**config.mk**
```make
export PLATFORM = sky130hd
export DESIGN_NAME = pot_controlled_led_blinker
export DESIGN_NICKNAME = d
export VERILOG_FILES = /design/src/hw/rtl/pclb_pkg.sv /design/src/hw/rtl/pclb_ring.sv /design/src/hw/rtl/pclb_div.sv /design/src/hw/rtl/pot_controlled_led_blinker.sv
export SDC_FILE = /design/constraint.sdc
export NUM_CORES = 1
export LEC_CHECK = 0
export BUFFER_PORTS_ARGS = -buffer_cell sky130_fd_sc_hd__buf_2
export CORE_MARGIN = 2
export CORE_UTILIZATION = 60
export DETAILED_ROUTE_END_ITERATION = 10
export GPL_ROUTABILITY_DRIVEN = 0
export PLACE_DENSITY = 0.87
export SKIP_CTS_REPAIR_TIMING = 1
export SLEW_MARGIN = 20
export SYNTH_ARGS = -nofsm -noshare
export SYNTH_HDL_FRONTEND = slang
export SYNTH_HIERARCHICAL = 1
export SYNTH_SLANG_ARGS = --single-unit
```
**constraint.sdc**
```tcl
create_clock -name clock -period 5.1 [get_ports clock]
set_input_delay 1.02 -clock clock [delete_from_list [all_inputs] [get_ports clock]]
set_output_delay 1.02 -clock clock [all_outputs]
set_load 0.1 [all_outputs]
```
**src/hw/rtl/pclb_pkg.sv**
```systemverilog
`default_nettype none
// Package for the pot-controlled LED blinker: item structs, opcodes, FSM states,
// divider load struct and fixed constants. No dependencies.

package pclb_pkg;

   localparam int unsigned LEVEL_W = 12;
   localparam int unsigned MS_W    = 10;
   localparam int unsigned DVS_W   = 16;
   localparam int unsigned STEP_W  = 4;

   // Input item opcodes; code 3 does nothing.
   localparam logic [1:0] OP_TICK   = 2'd0;
   localparam logic [1:0] OP_SAMPLE = 2'd1;
   localparam logic [1:0] OP_PRESS  = 2'd2;

   // Register index, taken from paddr bit 2.
   localparam logic CSR_DEBOUNCE_IDX = 1'b0;

   localparam logic [MS_W-1:0]    DEBOUNCE_RESET = 10'd200;
   localparam logic [MS_W-1:0]    PHASE_RESET    = 10'd500;
   localparam logic [MS_W-1:0]    GAP_MAX        = 10'd1023;
   localparam logic [DVS_W-1:0]   LEVEL_FULL     = 16'd4095;
   // floor(p * 205 / 1024) == floor(p / 5) for every period below 1024
   localparam logic [7:0]         FIFTH_RECIP    = 8'd205;

   // Period divide: 4095000 / D. The quotient never exceeds 1000, so the top
   // dividend bits preload the remainder and only ten steps remain.
   localparam int unsigned        SCALE          = 4095000;
   localparam logic [STEP_W-1:0]  PER_STEPS      = 4'd10;
   localparam logic [STEP_W-1:0]  AVG_STEPS      = 4'd12;
   localparam logic [DVS_W-1:0]   PER_REM_INIT   = DVS_W'(SCALE >> 10);
   localparam logic [LEVEL_W-1:0] PER_BITS_INIT  = LEVEL_W'((SCALE % 1024) << 2);

   typedef struct packed {
      logic [1:0]         op;
      logic [LEVEL_W-1:0] sample;
   } req_type;

   typedef struct packed {
      logic               led;
      logic [LEVEL_W-1:0] filtered_level;
      logic               mode;
   } rsp_type;

   // Everything the divider needs at start.
   typedef struct packed {
      logic [DVS_W-1:0]   rem;
      logic [LEVEL_W-1:0] bits;
      logic [STEP_W-1:0]  steps;
      logic [DVS_W-1:0]   divisor;
   } div_load_type;

   typedef enum logic [3:0] {
      ST_IDLE,
      ST_RING,
      ST_AVG_GO,
      ST_AVG,
      ST_PER_GO,
      ST_PER,
      ST_ON,
      ST_OFF,
      ST_OUT
   } state_type;

endpackage
`default_nettype wire

```
**src/hw/rtl/pclb_ring.sv**
```systemverilog
`default_nettype none
// Sample ring for the moving average: one write and one registered read per push.
// Depends on pclb_pkg.

module pclb_ring #(
   parameter int TAPS = 8
) (
   input  logic                          clock,
   input  logic                          reset,
   input  logic                          push,
   input  logic [pclb_pkg::LEVEL_W-1:0]  push_data,
   output logic [pclb_pkg::LEVEL_W-1:0]  old_data
);

   localparam int SLOT_W = $clog2(TAPS);

   logic [pclb_pkg::LEVEL_W-1:0] mem [TAPS];
   logic [pclb_pkg::LEVEL_W-1:0] rd_ff;
   logic                         rd_vld_ff;
   logic [TAPS-1:0]              valid_ff;
   logic [SLOT_W-1:0]            slot_ff;
   logic [SLOT_W-1:0]            slot_in;

   assign slot_in  = (slot_ff == SLOT_W'(TAPS - 1)) ? '0 : slot_ff + 1'b1;
   // an entry never written reads as zero
   assign old_data = rd_vld_ff ? rd_ff : '0;

   always_ff @(posedge clock) begin
      if (push) begin
         rd_ff         <= mem[slot_ff];
         mem[slot_ff]  <= push_data;
      end
   end

   always_ff @(posedge clock) begin
      if (reset) begin
         slot_ff   <= '0;
         valid_ff  <= '0;
         rd_vld_ff <= 1'b0;
      end else if (push) begin
         slot_ff           <= slot_in;
         valid_ff[slot_ff] <= 1'b1;
         rd_vld_ff         <= valid_ff[slot_ff];
      end
   end

endmodule
`default_nettype wire

```
**src/hw/rtl/pclb_div.sv**
```systemverilog
`default_nettype none
// Bit-serial restoring divider, one quotient bit per cycle, shared by the
// average and the period computation. Depends on pclb_pkg.

module pclb_div (
   input  logic                          clock,
   input  logic                          reset,
   input  logic                          start,
   input  pclb_pkg::div_load_type        load,
   output logic [pclb_pkg::LEVEL_W-1:0]  quot,
   output logic                          done
);

   logic [pclb_pkg::DVS_W-1:0]   rem_ff;
   logic [pclb_pkg::DVS_W-1:0]   rem_in;
   logic [pclb_pkg::DVS_W-1:0]   dvs_ff;
   logic [pclb_pkg::LEVEL_W-1:0] bits_ff;
   logic [pclb_pkg::LEVEL_W-1:0] q_ff;
   logic [pclb_pkg::STEP_W-1:0]  cnt_ff;
   logic                         busy_ff;
   logic                         done_ff;
   logic [pclb_pkg::DVS_W:0]     trial;
   logic [pclb_pkg::DVS_W:0]     diff;
   logic                         fits;

   // remainder stays below the divisor, so it fits DVS_W bits
   assign trial  = {rem_ff, bits_ff[pclb_pkg::LEVEL_W-1]};
   assign diff   = trial - {1'b0, dvs_ff};
   assign fits   = trial >= {1'b0, dvs_ff};
   assign rem_in = fits ? diff[pclb_pkg::DVS_W-1:0] : trial[pclb_pkg::DVS_W-1:0];

   assign quot = q_ff;
   assign done = done_ff;

   always_ff @(posedge clock) begin
      if (start) begin
         rem_ff  <= load.rem;
         bits_ff <= load.bits;
         dvs_ff  <= load.divisor;
         q_ff    <= '0;
      end else if (busy_ff) begin
         rem_ff  <= rem_in;
         bits_ff <= {bits_ff[pclb_pkg::LEVEL_W-2:0], 1'b0};
         q_ff    <= {q_ff[pclb_pkg::LEVEL_W-2:0], fits};
      end
   end

   always_ff @(posedge clock) begin
      if (reset) begin
         busy_ff <= 1'b0;
         done_ff <= 1'b0;
         cnt_ff  <= '0;
      end else begin
         done_ff <= busy_ff && (cnt_ff == pclb_pkg::STEP_W'(1));
         if (start) begin
            busy_ff <= 1'b1;
            cnt_ff  <= load.steps;
         end else if (busy_ff) begin
            cnt_ff <= cnt_ff - 1'b1;
            if (cnt_ff == pclb_pkg::STEP_W'(1)) begin
               busy_ff <= 1'b0;
            end
         end
      end
   end

endmodule
`default_nettype wire

```
**src/hw/rtl/pot_controlled_led_blinker.sv**
```systemverilog
`default_nettype none
// Top level of the pot-controlled LED blinker: control FSM, blink and debounce
// state, result register and config register. Depends on pclb_pkg, pclb_ring, pclb_div.
//
//   Channel  Ports                          Direction  Carries
//   req      req_valid/req_stall/req_data   in         one event item (tick, sample, press)
//   rsp      rsp_valid/rsp_stall/rsp_data   out        one result item per event
//   csr      csr_p* (APB style)             in/out     debounce_ms at byte address 0
//
// A tick that does not open a period, a press or an unused code goes from accept to
// ST_OUT. A sample passes ST_RING, ST_AVG_GO and ST_AVG, and a tick that opens a period
// ST_PER_GO, ST_PER, ST_ON and ST_OFF, before ST_OUT; both wait on the bit-serial
// divider (12 steps for the average, 10 for the period). One item is in work at a time;
// the next is taken once the result register has been loaded, even if that result is
// still stalled. Reset is synchronous; ring entries carry valid bits, no sweep.

module pot_controlled_led_blinker #(
   parameter int TAPS = 8
) (
   input  logic              clock,
   input  logic              reset,
   input  logic              req_valid,
   output logic              req_stall,
   input  pclb_pkg::req_type req_data,
   output logic              rsp_valid,
   input  logic              rsp_stall,
   output pclb_pkg::rsp_type rsp_data,
   input  logic              csr_psel,
   input  logic              csr_penable,
   input  logic              csr_pwrite,
   input  logic [2:0]        csr_paddr,
   input  logic [31:0]       csr_pwdata,
   output logic [31:0]       csr_prdata,
   output logic              csr_pready
);

   localparam int SLOT_W = $clog2(TAPS);
   localparam int SUM_W  = pclb_pkg::LEVEL_W + SLOT_W;
   localparam int LVL    = pclb_pkg::LEVEL_W;
   localparam int MS     = pclb_pkg::MS_W;

   pclb_pkg::state_type state_ff, state_in;

   // model state
   logic [MS-1:0]    debounce_ff, debounce_in;
   logic [SUM_W-1:0] sum_ff, sum_in;
   logic [LVL-1:0]   f_ff, f_in;
   logic             duty_ff, duty_in;
   logic [MS-1:0]    gap_ff, gap_in;
   logic             led_ff, led_in;
   logic [MS-1:0]    phase_ff, phase_in;
   logic [MS-1:0]    off_hold_ff, off_hold_in;

   // per-item working registers
   logic [LVL-1:0]   smp_ff, smp_in;
   logic             shown_ff, shown_in;
   logic [MS-1:0]    period_ff, period_in;
   logic [MS-1:0]    on_ff, on_in;

   logic              rsp_valid_ff, rsp_valid_in;
   pclb_pkg::rsp_type rsp_data_ff, rsp_data_in;

   logic                   accept;
   logic                   csr_wr;
   logic                   ring_push;
   logic [LVL-1:0]         ring_old;
   logic                   div_start;
   pclb_pkg::div_load_type div_load;
   logic [LVL-1:0]         div_quot;
   logic                   div_done;
   logic                   out_load;
   logic [MS-1:0]          phase_dec;
   logic                   need_period;
   logic [pclb_pkg::DVS_W-1:0] blink_d;
   logic [MS+7:0]          fifth_prod;

   // ---------------------------------------------------------------- config port
   assign csr_pready = 1'b1;
   assign csr_wr     = csr_psel && csr_penable && csr_pwrite &&
                       (csr_paddr[2] == pclb_pkg::CSR_DEBOUNCE_IDX);
   assign csr_prdata = (csr_paddr[2] == pclb_pkg::CSR_DEBOUNCE_IDX) ?
                       {{(32-MS){1'b0}}, debounce_ff} : '0;

   // ---------------------------------------------------------------- submodules
   pclb_ring #(
      .TAPS (TAPS)
   ) u_ring (
      .clock     (clock),
      .reset     (reset),
      .push      (ring_push),
      .push_data (req_data.sample),
      .old_data  (ring_old)
   );

   pclb_div u_div (
      .clock (clock),
      .reset (reset),
      .start (div_start),
      .load  (div_load),
      .quot  (div_quot),
      .done  (div_done)
   );

   // ---------------------------------------------------------------- tick decode
   // Count the phase down; on reaching zero either drop to the off phase or open
   // a new period (off phase over, or an off phase of zero length).
   assign phase_dec   = (phase_ff == '0) ? '0 : phase_ff - 1'b1;
   assign need_period = (phase_dec == '0) && (!led_ff || (off_hold_ff == '0));

   // D = 4095 + 9f, with 9f as f*8 + f
   assign blink_d = pclb_pkg::LEVEL_FULL + {1'b0, f_ff, 3'b000} + {4'b0000, f_ff};

   // one multiply for the 20 percent on time, registered into on_ff
   assign fifth_prod = period_ff * pclb_pkg::FIFTH_RECIP;

   // ---------------------------------------------------------------- FSM next state
   always_comb begin
      state_in = state_ff;
      case (state_ff)
         pclb_pkg::ST_IDLE: begin
            if (accept) begin
               case (req_data.op)
                  pclb_pkg::OP_TICK: begin
                     state_in = need_period ? pclb_pkg::ST_PER_GO : pclb_pkg::ST_OUT;
                  end
                  pclb_pkg::OP_SAMPLE: begin
                     state_in = pclb_pkg::ST_RING;
                  end
                  default: begin
                     state_in = pclb_pkg::ST_OUT;
                  end
               endcase
            end
         end
         pclb_pkg::ST_RING:   state_in = pclb_pkg::ST_AVG_GO;
         pclb_pkg::ST_AVG_GO: state_in = pclb_pkg::ST_AVG;
         pclb_pkg::ST_AVG: begin
            if (div_done) begin
               state_in = pclb_pkg::ST_OUT;
            end
         end
         pclb_pkg::ST_PER_GO: state_in = pclb_pkg::ST_PER;
         pclb_pkg::ST_PER: begin
            if (div_done) begin
               state_in = pclb_pkg::ST_ON;
            end
         end
         pclb_pkg::ST_ON:     state_in = pclb_pkg::ST_OFF;
         pclb_pkg::ST_OFF:    state_in = pclb_pkg::ST_OUT;
         pclb_pkg::ST_OUT: begin
            if (out_load) begin
               state_in = pclb_pkg::ST_IDLE;
            end
         end
         default: state_in = pclb_pkg::ST_IDLE;
      endcase
   end

   // ---------------------------------------------------------------- FSM outputs
   always_comb begin
      // hold the input off while in reset and while an item is in work
      req_stall = reset || (state_ff != pclb_pkg::ST_IDLE);
      accept    = req_valid && !req_stall;
      ring_push = accept && (req_data.op == pclb_pkg::OP_SAMPLE);
      div_start = (state_ff == pclb_pkg::ST_AVG_GO) || (state_ff == pclb_pkg::ST_PER_GO);
      // result register is free, or its item leaves this cycle
      out_load  = (state_ff == pclb_pkg::ST_OUT) && (!rsp_valid_ff || !rsp_stall);
      if (state_ff == pclb_pkg::ST_PER_GO) begin
         div_load.rem     = pclb_pkg::PER_REM_INIT;
         div_load.bits    = pclb_pkg::PER_BITS_INIT;
         div_load.steps   = pclb_pkg::PER_STEPS;
         div_load.divisor = blink_d;
      end else begin
         // sum / TAPS: the bits above the low LEVEL_W are always below TAPS
         div_load.rem     = pclb_pkg::DVS_W'(sum_ff >> LVL);
         div_load.bits    = sum_ff[LVL-1:0];
         div_load.steps   = pclb_pkg::AVG_STEPS;
         div_load.divisor = pclb_pkg::DVS_W'(TAPS);
      end
   end

   // ---------------------------------------------------------------- datapath
   always_comb begin
      debounce_in = debounce_ff;
      sum_in      = sum_ff;
      f_in        = f_ff;
      duty_in     = duty_ff;
      gap_in      = gap_ff;
      led_in      = led_ff;
      phase_in    = phase_ff;
      off_hold_in = off_hold_ff;
      smp_in      = smp_ff;
      shown_in    = shown_ff;
      period_in   = period_ff;
      on_in       = on_ff;

      if (csr_wr) begin
         debounce_in = csr_pwdata[MS-1:0];
      end

      if (accept) begin
         shown_in = led_ff;       // tick reports the level of the millisecond it closes
         smp_in   = req_data.sample;
         case (req_data.op)
            pclb_pkg::OP_TICK: begin
               if (gap_ff != pclb_pkg::GAP_MAX) begin
                  gap_in = gap_ff + 1'b1;
               end
               if (phase_dec != '0) begin
                  phase_in = phase_dec;
               end else if (led_ff) begin
                  led_in   = 1'b0;
                  phase_in = off_hold_ff;
               end
            end
            pclb_pkg::OP_PRESS: begin
               if (gap_ff > debounce_ff) begin
                  duty_in = ~duty_ff;
                  gap_in  = '0;
               end
            end
            default: begin
            end
         endcase
      end

      case (state_ff)
         pclb_pkg::ST_RING: begin
            // drop the oldest sample, add the new one
            sum_in = sum_ff - SUM_W'(ring_old) + SUM_W'(smp_ff);
         end
         pclb_pkg::ST_AVG: begin
            if (div_done) begin
               f_in = div_quot;
            end
         end
         pclb_pkg::ST_PER: begin
            if (div_done) begin
               period_in = div_quot[MS-1:0];
            end
         end
         pclb_pkg::ST_ON: begin
            on_in = duty_ff ? fifth_prod[MS+7:8] >> 2 : {1'b0, period_ff[MS-1:1]};
         end
         pclb_pkg::ST_OFF: begin
            led_in      = 1'b1;
            phase_in    = on_ff;
            off_hold_in = period_ff - on_ff;
         end
         default: begin
         end
      endcase
   end

   // ---------------------------------------------------------------- result register
   always_comb begin
      rsp_data_in  = rsp_data_ff;
      rsp_valid_in = rsp_valid_ff && rsp_stall;
      if (out_load) begin
         rsp_valid_in               = 1'b1;
         rsp_data_in.led            = shown_ff;
         rsp_data_in.filtered_level = f_ff;
         rsp_data_in.mode           = duty_ff;
      end
   end

   assign rsp_valid = rsp_valid_ff;
   assign rsp_data  = rsp_data_ff;

   // ---------------------------------------------------------------- registers
   always_ff @(posedge clock) begin
      if (reset) begin
         state_ff     <= pclb_pkg::ST_IDLE;
         debounce_ff  <= pclb_pkg::DEBOUNCE_RESET;
         sum_ff       <= '0;
         f_ff         <= '0;
         duty_ff      <= 1'b0;
         gap_ff       <= '0;
         led_ff       <= 1'b1;
         phase_ff     <= pclb_pkg::PHASE_RESET;
         off_hold_ff  <= pclb_pkg::PHASE_RESET;
         rsp_valid_ff <= 1'b0;
      end else begin
         state_ff     <= state_in;
         debounce_ff  <= debounce_in;
         sum_ff       <= sum_in;
         f_ff         <= f_in;
         duty_ff      <= duty_in;
         gap_ff       <= gap_in;
         led_ff       <= led_in;
         phase_ff     <= phase_in;
         off_hold_ff  <= off_hold_in;
         rsp_valid_ff <= rsp_valid_in;
      end
   end

   always_ff @(posedge clock) begin
      smp_ff      <= smp_in;
      shown_ff    <= shown_in;
      period_ff   <= period_in;
      on_ff       <= on_in;
      rsp_data_ff <= rsp_data_in;
   end

endmodule
`default_nettype wire

```
==> flow_metrics.tcl, run 1 <==
set metrics [dict create \
    period_share 0.9454 \
    stdcell_area_sq_um 18890 \
    critPathRequiredTime_ns 5.37 \
    skew_ns 0.05442 \
    reg2reg_to "on_ff[7]" \
    p_int_mw 4.123 \
    end_kind "register" \
    nNetsFinal 1908 \
    drive_gt1_frac 0.1217 \
    initial_utilization 0.6064 \
    io_buffers 57 \
    synth.ff_latch_count 302 \
    holdCritStartpoint "sum_ff[5]" \
    dp_hpwl_um 24940 \
    grt_pass1_vias 12250 \
    die_y_um 174.1 \
    slew_headroom 0.3561 \
    syn_area_sq_um 17360 \
    final-setup-viol-count 0 \
    wl_per_cell_um 17.43 \
    holdPathStages 2 \
    die-area_sq_um 30310 \
    row_count 62 \
    vias 12360 \
    pwr-share-comb 0.084 \
    finish.utilization 0.6598 \
    rsz0062_at_grt "false" \
    start_kind "register" \
    ys_seq_area_frac 0.4624 \
    drv_cap 0 \
    postLayoutSetupSlackWorst_ns 0.2784 \
    drtPass1Iterations 7 \
    grtUsageTotal 0.2396 \
    power.switching_mw 1.302 \
    drtIter0Drc 969 \
    cellPowerDensity_nw_per_um2 287.3 \
    final_cell_mix "198 x edfxtp_1, 191 x inv_1, 141 x nor2_1, 128 x ha_1, 108 x nand2_1" \
    hold_viol_final 0 \
    die_w_um 174.1 \
    p_clk_frac 0.422 \
    io_pins 105 \
    grt-ovfl-total 0 \
    placed_area_sq_um 17840 \
    cts_sinks 302 \
    tns_ns 0 \
    yosys-top-cells-area "edfxtp_1 34%, dfxtp_1 12%, ha_1 9.2%" \
    fin_crit_ns 4.822 \
    worst_pin_slew_ns 0.9646 \
    yosysTopAreaCell "edfxtp_1" \
    ant_nets 0 \
    yosysUniqueCellTypes 99 \
    synth_top_flop_cell "edfxtp_1" \
    viasPerCell 5.883 \
    routed_wl_um 36620 \
    drc 0 \
    hold_end "sum_ff[5]" \
    worst-path-max-fanout 5 \
    hold_class "register to register" \
    dp_slack_ns 0.1709 \
    grt_start_max_net_pins 80 \
    synth_cells 1651 \
    grt_first_pass_wirelength_um 59860 \
    nFillCells 2052 \
    synth_edf_count 198 \
    design.core.area_sq_um 28630 \
    final_common_cell "edfxtp_1" \
    maxSlewViolCount 0 \
    crit_type "register to register" \
    cts_root_buf "clkbuf_16" \
    clkTransAtPathRegs_ns 0.07 \
    r2r_cells 16 \
    ir_worst_vdd_mv 0.3263 \
    r2r_start "period_ff[2]" \
    power_frac_seq 0.494 \
    clk_latency_ns 0.59 \
    antenna_found_initial 0 \
    p_leak_nw 7.601 \
    clock_path_buffers 3 \
    fmax_ghz 0.2074 \
    outcome "complete, no violations" \
    cts_tree "built" \
    area_growth_pct 8.793 \
    worstPathArrival_ns 5.09 \
    synth_warnings 6 \
    diodes 0 \
    synth_area_per_cell_sq_um 10.51 \
    rrSetupSlack_ns 0.28 \
    yosysTopAreaCellShare 0.3425 \
    p_sw_frac 0.2399 \
    htree_num_levels 1 \
    cts_buffers 30 \
    async_flop_share 0 \
]
[cell usage after synthesis, drive strengths merged, types with 32 or more instances]
master  count
o21ai      52
ha        128
buf        57
mux2       42
inv       191
xnor2      33
clkbuf     32
mux2i      37
dfxtp     104
nor2      143
edfxtp    198
a21oi      93
nand2     110
[layer usage]
| layer | up-vias | wire (um) | global-route usage |
|---|---|---|---|
| li1 | 5886 | - | - |
| met1 | 5963 | 15510 | 0.3083 |
| met2 | 426 | 18010 | 0.4228 |
| met3 | 85 | 2022 | 0.02756 |
| met4 | 0 | 1084 | 0.07913 |
| met5 | - | 0 | 0 |
[worst max path at each step]
stage	start	end	slack, ns	cells past startpoint
after floorplan	period_ff[2]	on_ff[7]	0.53	16
after global placement	period_ff[2]	on_ff[7]	0.27	16
after detailed placement	period_ff[2]	on_ff[7]	0.17	16
after CTS	period_ff[2]	on_ff[7]	0.15	16
after global routing	period_ff[2]	on_ff[7]	0.06	16
final	period_ff[2]	on_ff[7]	0.28	16
[registers in the layout, indices dropped and copies added, names as in the netlist, 12 cells and up]
name           cells
u_ring/mem        96
u_div/dvs_ff      16
u_div/rem_ff      16
sum_ff            15
rsp_data          14
f_ff              12
smp_ff            12
u_div/bits_ff     12
u_div/quot        12
u_ring/rd_ff      12
[worst max-delay path, cell delays in order, from the launching register on]
cell and delay (ns):
edfxtp_1 0.47, ha_1 0.39, xor2_1 0.18, ha_1 0.32
fa_1 0.54, inv_1 0.05, fa_1 0.52, inv_1 0.05
ha_1 0.30, a21o_1 0.20, a211o_1 0.29, a21o_1 0.19
a211oi_1 0.29, nor3_1 0.12, a2111oi_2 0.39, xnor2_1 0.16
a21oi_1 0.08
[metrics by stage]
step	power, mW	hold slack [ns]	std cells
after detailed placement	3.179	0.4206	2045
after global placement	3.160	0.4177	2045
final	5.425	0.4498	2101
after global routing	5.587	0.4761	2101
after floorplan	3.099	0.4003	1680
after CTS	5.459	0.4516	2101
[final cells by class]
class,count,area [sq um],share of cell area
timing repair buffer,71,390.4,0.02067
tap,384,480.5,0.02544
clock buffer,32,768.2,0.04068
sequential,302,8029,0.4251
multi-input combinational,1097,8232,0.4359
clock inverter,24,269.0,0.01424
inverter,191,716.9,0.03796
[power groups by stage]
stage	registers [mW]	logic [mW]	clock network [mW]
after floorplan	2.75	0.351	0
after global placement	2.73	0.434	0
after detailed placement	2.73	0.450	0
after CTS	2.68	0.454	2.33
after global routing	2.68	0.496	2.41
final	2.68	0.457	2.29
[cells by family after synthesis]
kind of cell             share of synthesized area
AO/OA/AOI/OAI                               0.1231
XOR/XNOR                                   0.02725
other                                    0.0004326
buffers and inverters                      0.07128
AND/OR/NAND/NOR                             0.1350
flip-flops                                  0.4624
multiplexers                               0.05247
adder cells (fa/ha/maj)                     0.1280
No activity file was read; power rests on OpenSTA's default activity.
==> run 2: changes to the inputs <==
--- a/config.mk
+++ b/config.mk
@@ -7,10 +7,10 @@
 export LEC_CHECK = 0
 export BUFFER_PORTS_ARGS = -buffer_cell sky130_fd_sc_hd__buf_2
 export CORE_MARGIN = 2
-export CORE_UTILIZATION = 60
+export CORE_UTILIZATION = 40
 export DETAILED_ROUTE_END_ITERATION = 10
 export GPL_ROUTABILITY_DRIVEN = 0
-export PLACE_DENSITY = 0.87
+export PLACE_DENSITY = 0.64
 export SKIP_CTS_REPAIR_TIMING = 1
 export SLEW_MARGIN = 20
 export SYNTH_ARGS = -nofsm -noshare
==> flow_metrics.tcl, run 2 (synthesis results as in run 1) <==
set metrics [dict create \
    period_share 0.9440 \
    cp_num_buf_inv 4 \
    clk_latency_ns 0.53 \
    largest_reg_flops 96 \
    htree_num_levels 2 \
    die-area_sq_um 45080 \
    final-setup-viol-count 0 \
    maxSlewViolCount 0 \
    die_w_um 212.3 \
    grt_start_max_net_pins 80 \
    clock_path_buffers 3 \
    p_total_mw 5.741 \
    cpMostUsedCell "inv_1" \
    drtIter0Drc 822 \
    io_pins 105 \
    cts_root_buf "clkbuf_16" \
    cp_slowest_cell "fa_1" \
    stdcell_area_sq_um 19320 \
    drc 0 \
    diodes 0 \
    rsz0062_at_grt "false" \
    placed_area_sq_um 18110 \
    final_cell_mix "198 x edfxtp_1, 191 x inv_1, 141 x nor2_1, 128 x ha_1, 108 x nand2_1" \
    grt-ovfl-total 0 \
    worst-path-max-fanout 5 \
    ir_worst_vdd_mv 0.2855 \
    grt_pass1_vias 11630 \
    cts_tree "built" \
    area_growth_pct 11.30 \
    start_kind "register" \
    die_y_um 212.3 \
    end_kind "register" \
    crit_type "register to register" \
    final_common_cell "edfxtp_1" \
    viasPerCell 5.191 \
    holdPathStages 2 \
    drive_gt1_frac 0.1265 \
    crit_family "adder cells" \
    cts_buffers 34 \
    crit_cells 16 \
    largest_register "u_ring/mem" \
    tns_ns 0 \
    dp_hpwl_um 25380 \
    drv_cap 0 \
    top_regs "u_ring/mem x96, u_div/dvs_ff x16, u_div/rem_ff x16" \
    grtUsageTotal 0.1640 \
    outcome "complete, no violations" \
    drtPass1Iterations 6 \
    antenna_found_initial 0 \
    nNetsFinal 1914 \
    wl_per_cell_um 15.73 \
    hold_class "register to register" \
    fmax_ghz 0.2077 \
    io_buffers 57 \
    fin_crit_ns 4.815 \
    p_leak_nw 7.703 \
    design.core.area_sq_um 42980 \
    slew_headroom 0.3505 \
    row_count 76 \
    r2r_cells 16 \
    clkTransAtPathRegs_ns 0.07 \
    routed_wl_um 36320 \
    initial_utilization 0.4039 \
    skew_ns 0.01260 \
    hold_viol_final 0 \
    slowest_delay_ns 0.53 \
    ant_nets 0 \
    vias 11990 \
    worstPathArrival_ns 5.08 \
    cts_sinks 302 \
    cellPowerDensity_nw_per_um2 297.1 \
    worstPathCellList "ha_1 > inv_1 > fa_1 > inv_1 > fa_1 > inv_1 > fa_1 > inv_1 > ha_1 > a211o_1 > a21o_1 > a211oi_1 > nor3_1 > a2111oi_1 > xnor2_1 > a21oi_1" \
    critPathRequiredTime_ns 5.37 \
    grt_first_pass_wirelength_um 59580 \
    worst_pin_slew_ns 0.9729 \
]
[run 2: changes by cell type in the layout (fill, tap and decap cells not counted), moves of 2 or more]
cell	previous run	this run
clkinv_2	6	4
inv_6	0	2
clkinv_1	8	4
clkbuf_8	1	5
clkbuf_16	30	37
buf_4	14	16
[run 2: per-layer routing]
| metal | track usage | routed length, um |
|---|---|---|
| met2 | 0.2754 | 16950 |
| met5 | 0 | 0 |
| met1 | 0.2223 | 17140 |
| met3 | 0.02482 | 1507 |
| met4 | 0.04123 | 720 |
[run 2: final timing paths]
path / endpoint / startpoint / slack, ns
hold reg to reg: sum_ff[10] / sum_ff[10] / 0.45
hold / removal: sum_ff[10] / sum_ff[10] / 0.45
setup reg to reg: on_ff[7] / period_ff[6] / 0.29
setup / recovery: on_ff[7] / period_ff[6] / 0.29
[run 2: area by class of cell]
cell class                      instances  area (sq um)
Clock buffer                           44          1002
Clock inverter                         17         209.0
Multi-Input combinational cell       1097          8227
Inverter                              191         716.9
Fill cell                            4088         23660
Tap cell                              585         732.0
Sequential cell                       302          8029
Timing Repair Buffer                   73         405.4
[run 2: through the flow]
step                      cells  worst slack, ns  utilization  hold slack [ns]
final                      2309           0.2854       0.4495           0.4474
after CTS                  2309           0.2586       0.4495           0.4513
after global placement     2248           0.2822       0.4213           0.4389
after floorplan            1680           0.5250            -           0.4003
after global routing       2309          0.02983       0.4495           0.4679
after detailed placement   2248           0.2540       0.4213           0.4446
[run 2: worst reg2reg max path, cell delays in order, from the launching register on]
cell       delay, ns
edfxtp_1        0.51
ha_1            0.36
inv_1           0.06
fa_1            0.53
inv_1           0.05
fa_1            0.53
inv_1           0.06
fa_1            0.53
inv_1           0.04
ha_1            0.32
a211o_1         0.26
a21o_1          0.19
a211oi_1        0.31
nor3_1          0.12
a2111oi_1       0.45
xnor2_1         0.17
a21oi_1         0.08
[run 2: power by group]
group / total [mW] / internal [mW] / switching, mW
clock network: 2.61 / 1.60 / 1.01
registers: 2.68 / 2.65 / 0.0329
logic: 0.450 / 0.134 / 0.316
total: 5.74 / 4.38 / 1.36
==> run 3: changes to the inputs <==
--- a/config.mk
+++ b/config.mk
@@ -5,6 +5,7 @@
 export SDC_FILE = /design/constraint.sdc
 export NUM_CORES = 1
 export LEC_CHECK = 0
+export ABC_AREA = 1
 export BUFFER_PORTS_ARGS = -buffer_cell sky130_fd_sc_hd__buf_2
 export CORE_MARGIN = 2
 export CORE_UTILIZATION = 40
==> flow_metrics.tcl, run 3 <==
set metrics [dict create \
    cp_slowest_cell "edfxtp_1" \
    top_regs "u_ring/mem x96, u_div/dvs_ff x16, u_div/rem_ff x16" \
    clk_latency_ns 0.55 \
    tns_ns 0 \
    syn_area_sq_um 17920 \
    fmax_ghz 0.2408 \
    grt_pass1_vias 13500 \
    antenna_found_initial 0 \
    cts_buffers 36 \
    end_kind "register" \
    largest_register "u_ring/mem" \
    synth_commonest_cells "456 x nand2_1, 384 x inv_1, 198 x edfxtp_1" \
    synth.ff_latch_count 302 \
    io_pins 105 \
    slew_headroom 0.3984 \
    r2r_cells 15 \
    final_common_cell "nand2_1" \
    row_count 77 \
    drive_gt1_frac 0.08252 \
    holdPathStages 0 \
    synth_edf_count 198 \
    routed_wl_um 39360 \
    synth.most_common_cell "nand2_1" \
    yosysTopAreaCellShare 0.3318 \
    nNetsFinal 2441 \
    clkTransAtPathRegs_ns 0.06 \
    rsz0062_at_grt "false" \
    grt_start_max_net_pins 56 \
    dp_hpwl_um 28310 \
    grt_use_met1 0.2267 \
    drc 0 \
    initial_utilization 0.4052 \
    worst-path-max-fanout 5 \
    drtIter0Drc 992 \
    reg2reg_to "on_ff[6]" \
    top_usage_layer "met2" \
    die-area_sq_um 46500 \
    cts_sinks 302 \
    viasPerCell 4.924 \
    nFillCells 4339 \
    outcome "complete, no violations" \
    die_y_um 215.6 \
    slowest_delay_ns 0.53 \
    cts_root_buf "clkbuf_16" \
    area_growth_pct 11.28 \
    fin_crit_ns 4.152 \
    yosysUniqueCellTypes 47 \
    diodes 0 \
    synth_top_flop_cell "edfxtp_1" \
    skew_ns 0.01668 \
    io_buffers 57 \
    synth_area_per_cell_sq_um 8.291 \
    yosysTopAreaCell "edfxtp_1" \
    r2r_start "period_ff[6]" \
    holdCritStartpoint "f_ff[5]" \
    grt_first_pass_wirelength_um 65660 \
    hold_viol_final 0 \
    drtPass1Iterations 5 \
    synth_warnings 6 \
    synth_cells 2161 \
    rrSetupSlack_ns 0.95 \
    clock_path_buffers 3 \
    design.core.area_sq_um 44220 \
    fin_hold_ws_ns 0.4259 \
    final-setup-viol-count 0 \
    ir_worst_vdd_mv 0.3220 \
    die_w_um 215.6 \
    grt-ovfl-total 0 \
    largest_reg_flops 96 \
    final_cell_mix "455 x nand2_1, 384 x inv_1, 198 x edfxtp_1, 181 x nor2_1, 141 x a21oi_1" \
    crit_type "register to register" \
    worst_pin_slew_ns 0.8990 \
    critPathRequiredTime_ns 5.37 \
    worstPathArrival_ns 4.42 \
    hold_class "register to register" \
    async_flop_share 0 \
    ys_seq_area_frac 0.4480 \
    htree_num_levels 2 \
    yosys-top-cells-area "edfxtp_1 33%, dfxtp_1 12%, nand2_1 9.6%" \
    maxSlewViolCount 0 \
    grtUsageTotal 0.1699 \
    hold_end "rsp_data[6]" \
    p_leak_nw 9.270 \
    vias 14020 \
    use_met2 0.2825 \
    cpMostUsedCell "inv_1" \
    grt_use_met3 0.02311 \
    worstPathCellList "ha_1 > inv_1 > fa_1 > inv_1 > fa_1 > inv_1 > fa_1 > inv_1 > ha_1 > a21oi_1 > o21ai_0 > a211oi_1 > nand2_1 > nand2_1 > a31oi_1" \
    cellPowerDensity_nw_per_um2 294.7 \
    period_share 0.8142 \
    cts_tree "built" \
    ant_nets 0 \
    start_kind "register" \
    drv_cap 0 \
    wl_per_cell_um 13.83 \
]
-- run 3: cell types whose count changed in the layout (fill, tap and decap cells not counted), moves of 25 or more --
cell / before / now
nor2_1: 141 / 181
nand3_1: 18 / 127
inv_1: 191 / 384
o21ai_0: 46 / 97
o21ai_1: 5 / 30
and2_1: 27 / 1
mux2_2: 42 / 0
mux2i_1: 37 / 0
nand2_1: 108 / 455
a21oi_1: 92 / 141
-- run 3: kinds of logic after synthesis --
kind of cell	count (synthesis)	synth area share
buf+inv	473	0.1059
fa+ha+maj	159	0.1240
other cells	2	0.0004192
compound gates	322	0.09651
flops	302	0.4480
xor+xnor	39	0.01906
simple gates	864	0.2061
-- run 3: critical path: cells and delay by family (launching register included) --
family | cells | cell delay [ns]
AND/OR/NAND/NOR | 2 | 0.15
adder cells (fa/ha/maj) | 5 | 2.27
AO/OA/AOI/OAI | 4 | 0.72
buffers and inverters | 4 | 0.20
flip-flops | 1 | 0.53
-- run 3: through the flow --
step                setup WS, ns    util  instance area [sq um]  instances  power [mW]
finish                    0.9475  0.4509                  19940       2846       5.876
global route              0.6614  0.4509                  19940       2846       6.114
CTS                       0.9391  0.4508                  19940       2846       5.951
detailed placement        0.9577  0.4243                  18760       2780       3.410
global placement          0.9796  0.4242                  18760       2780       3.396
floorplan                  1.292       -                  18030       2190       3.282
-- run 3: report_power, final --
| part | switching [mW] | total [mW] | internal, mW |
|---|---|---|---|
| clock network | 1.05 | 2.52 | 1.47 |
| registers | 0.0539 | 2.75 | 2.70 |
| logic | 0.440 | 0.607 | 0.167 |
| total | 1.54 | 5.88 | 4.33 |
-- run 3: cell type report --
type	count	area [sq um]	area share
clock buffer	44	960.9	0.04819
clock inverter	22	212.7	0.01067
inverter	404	1521	0.07631
multi-input combinational	1415	8114	0.4069
sequential	302	8029	0.4027
tap	592	740.7	0.03715
timing repair buffer	67	360.3	0.01807
-- run 3: worst max path at each step --
stage,startpoint,to,slack [ns],depth (start not counted)
2_1_floorplan,period_ff[8],on_ff[7],1.29,16
3_3_place_gp,period_ff[6],on_ff[0],0.98,14
3_5_place_dp,period_ff[6],on_ff[0],0.96,14
4_1_cts,period_ff[7],on_ff[0],0.94,14
5_1_grt,period_ff[6],on_ff[6],0.66,15
6_report,period_ff[6],on_ff[6],0.95,15
-- run 3: layer usage --
metal  routed length, um  share of wire
met1               18510           0.47
met4                1101          0.028
met5                   0              0
met3                1635          0.042
met2               18110           0.46
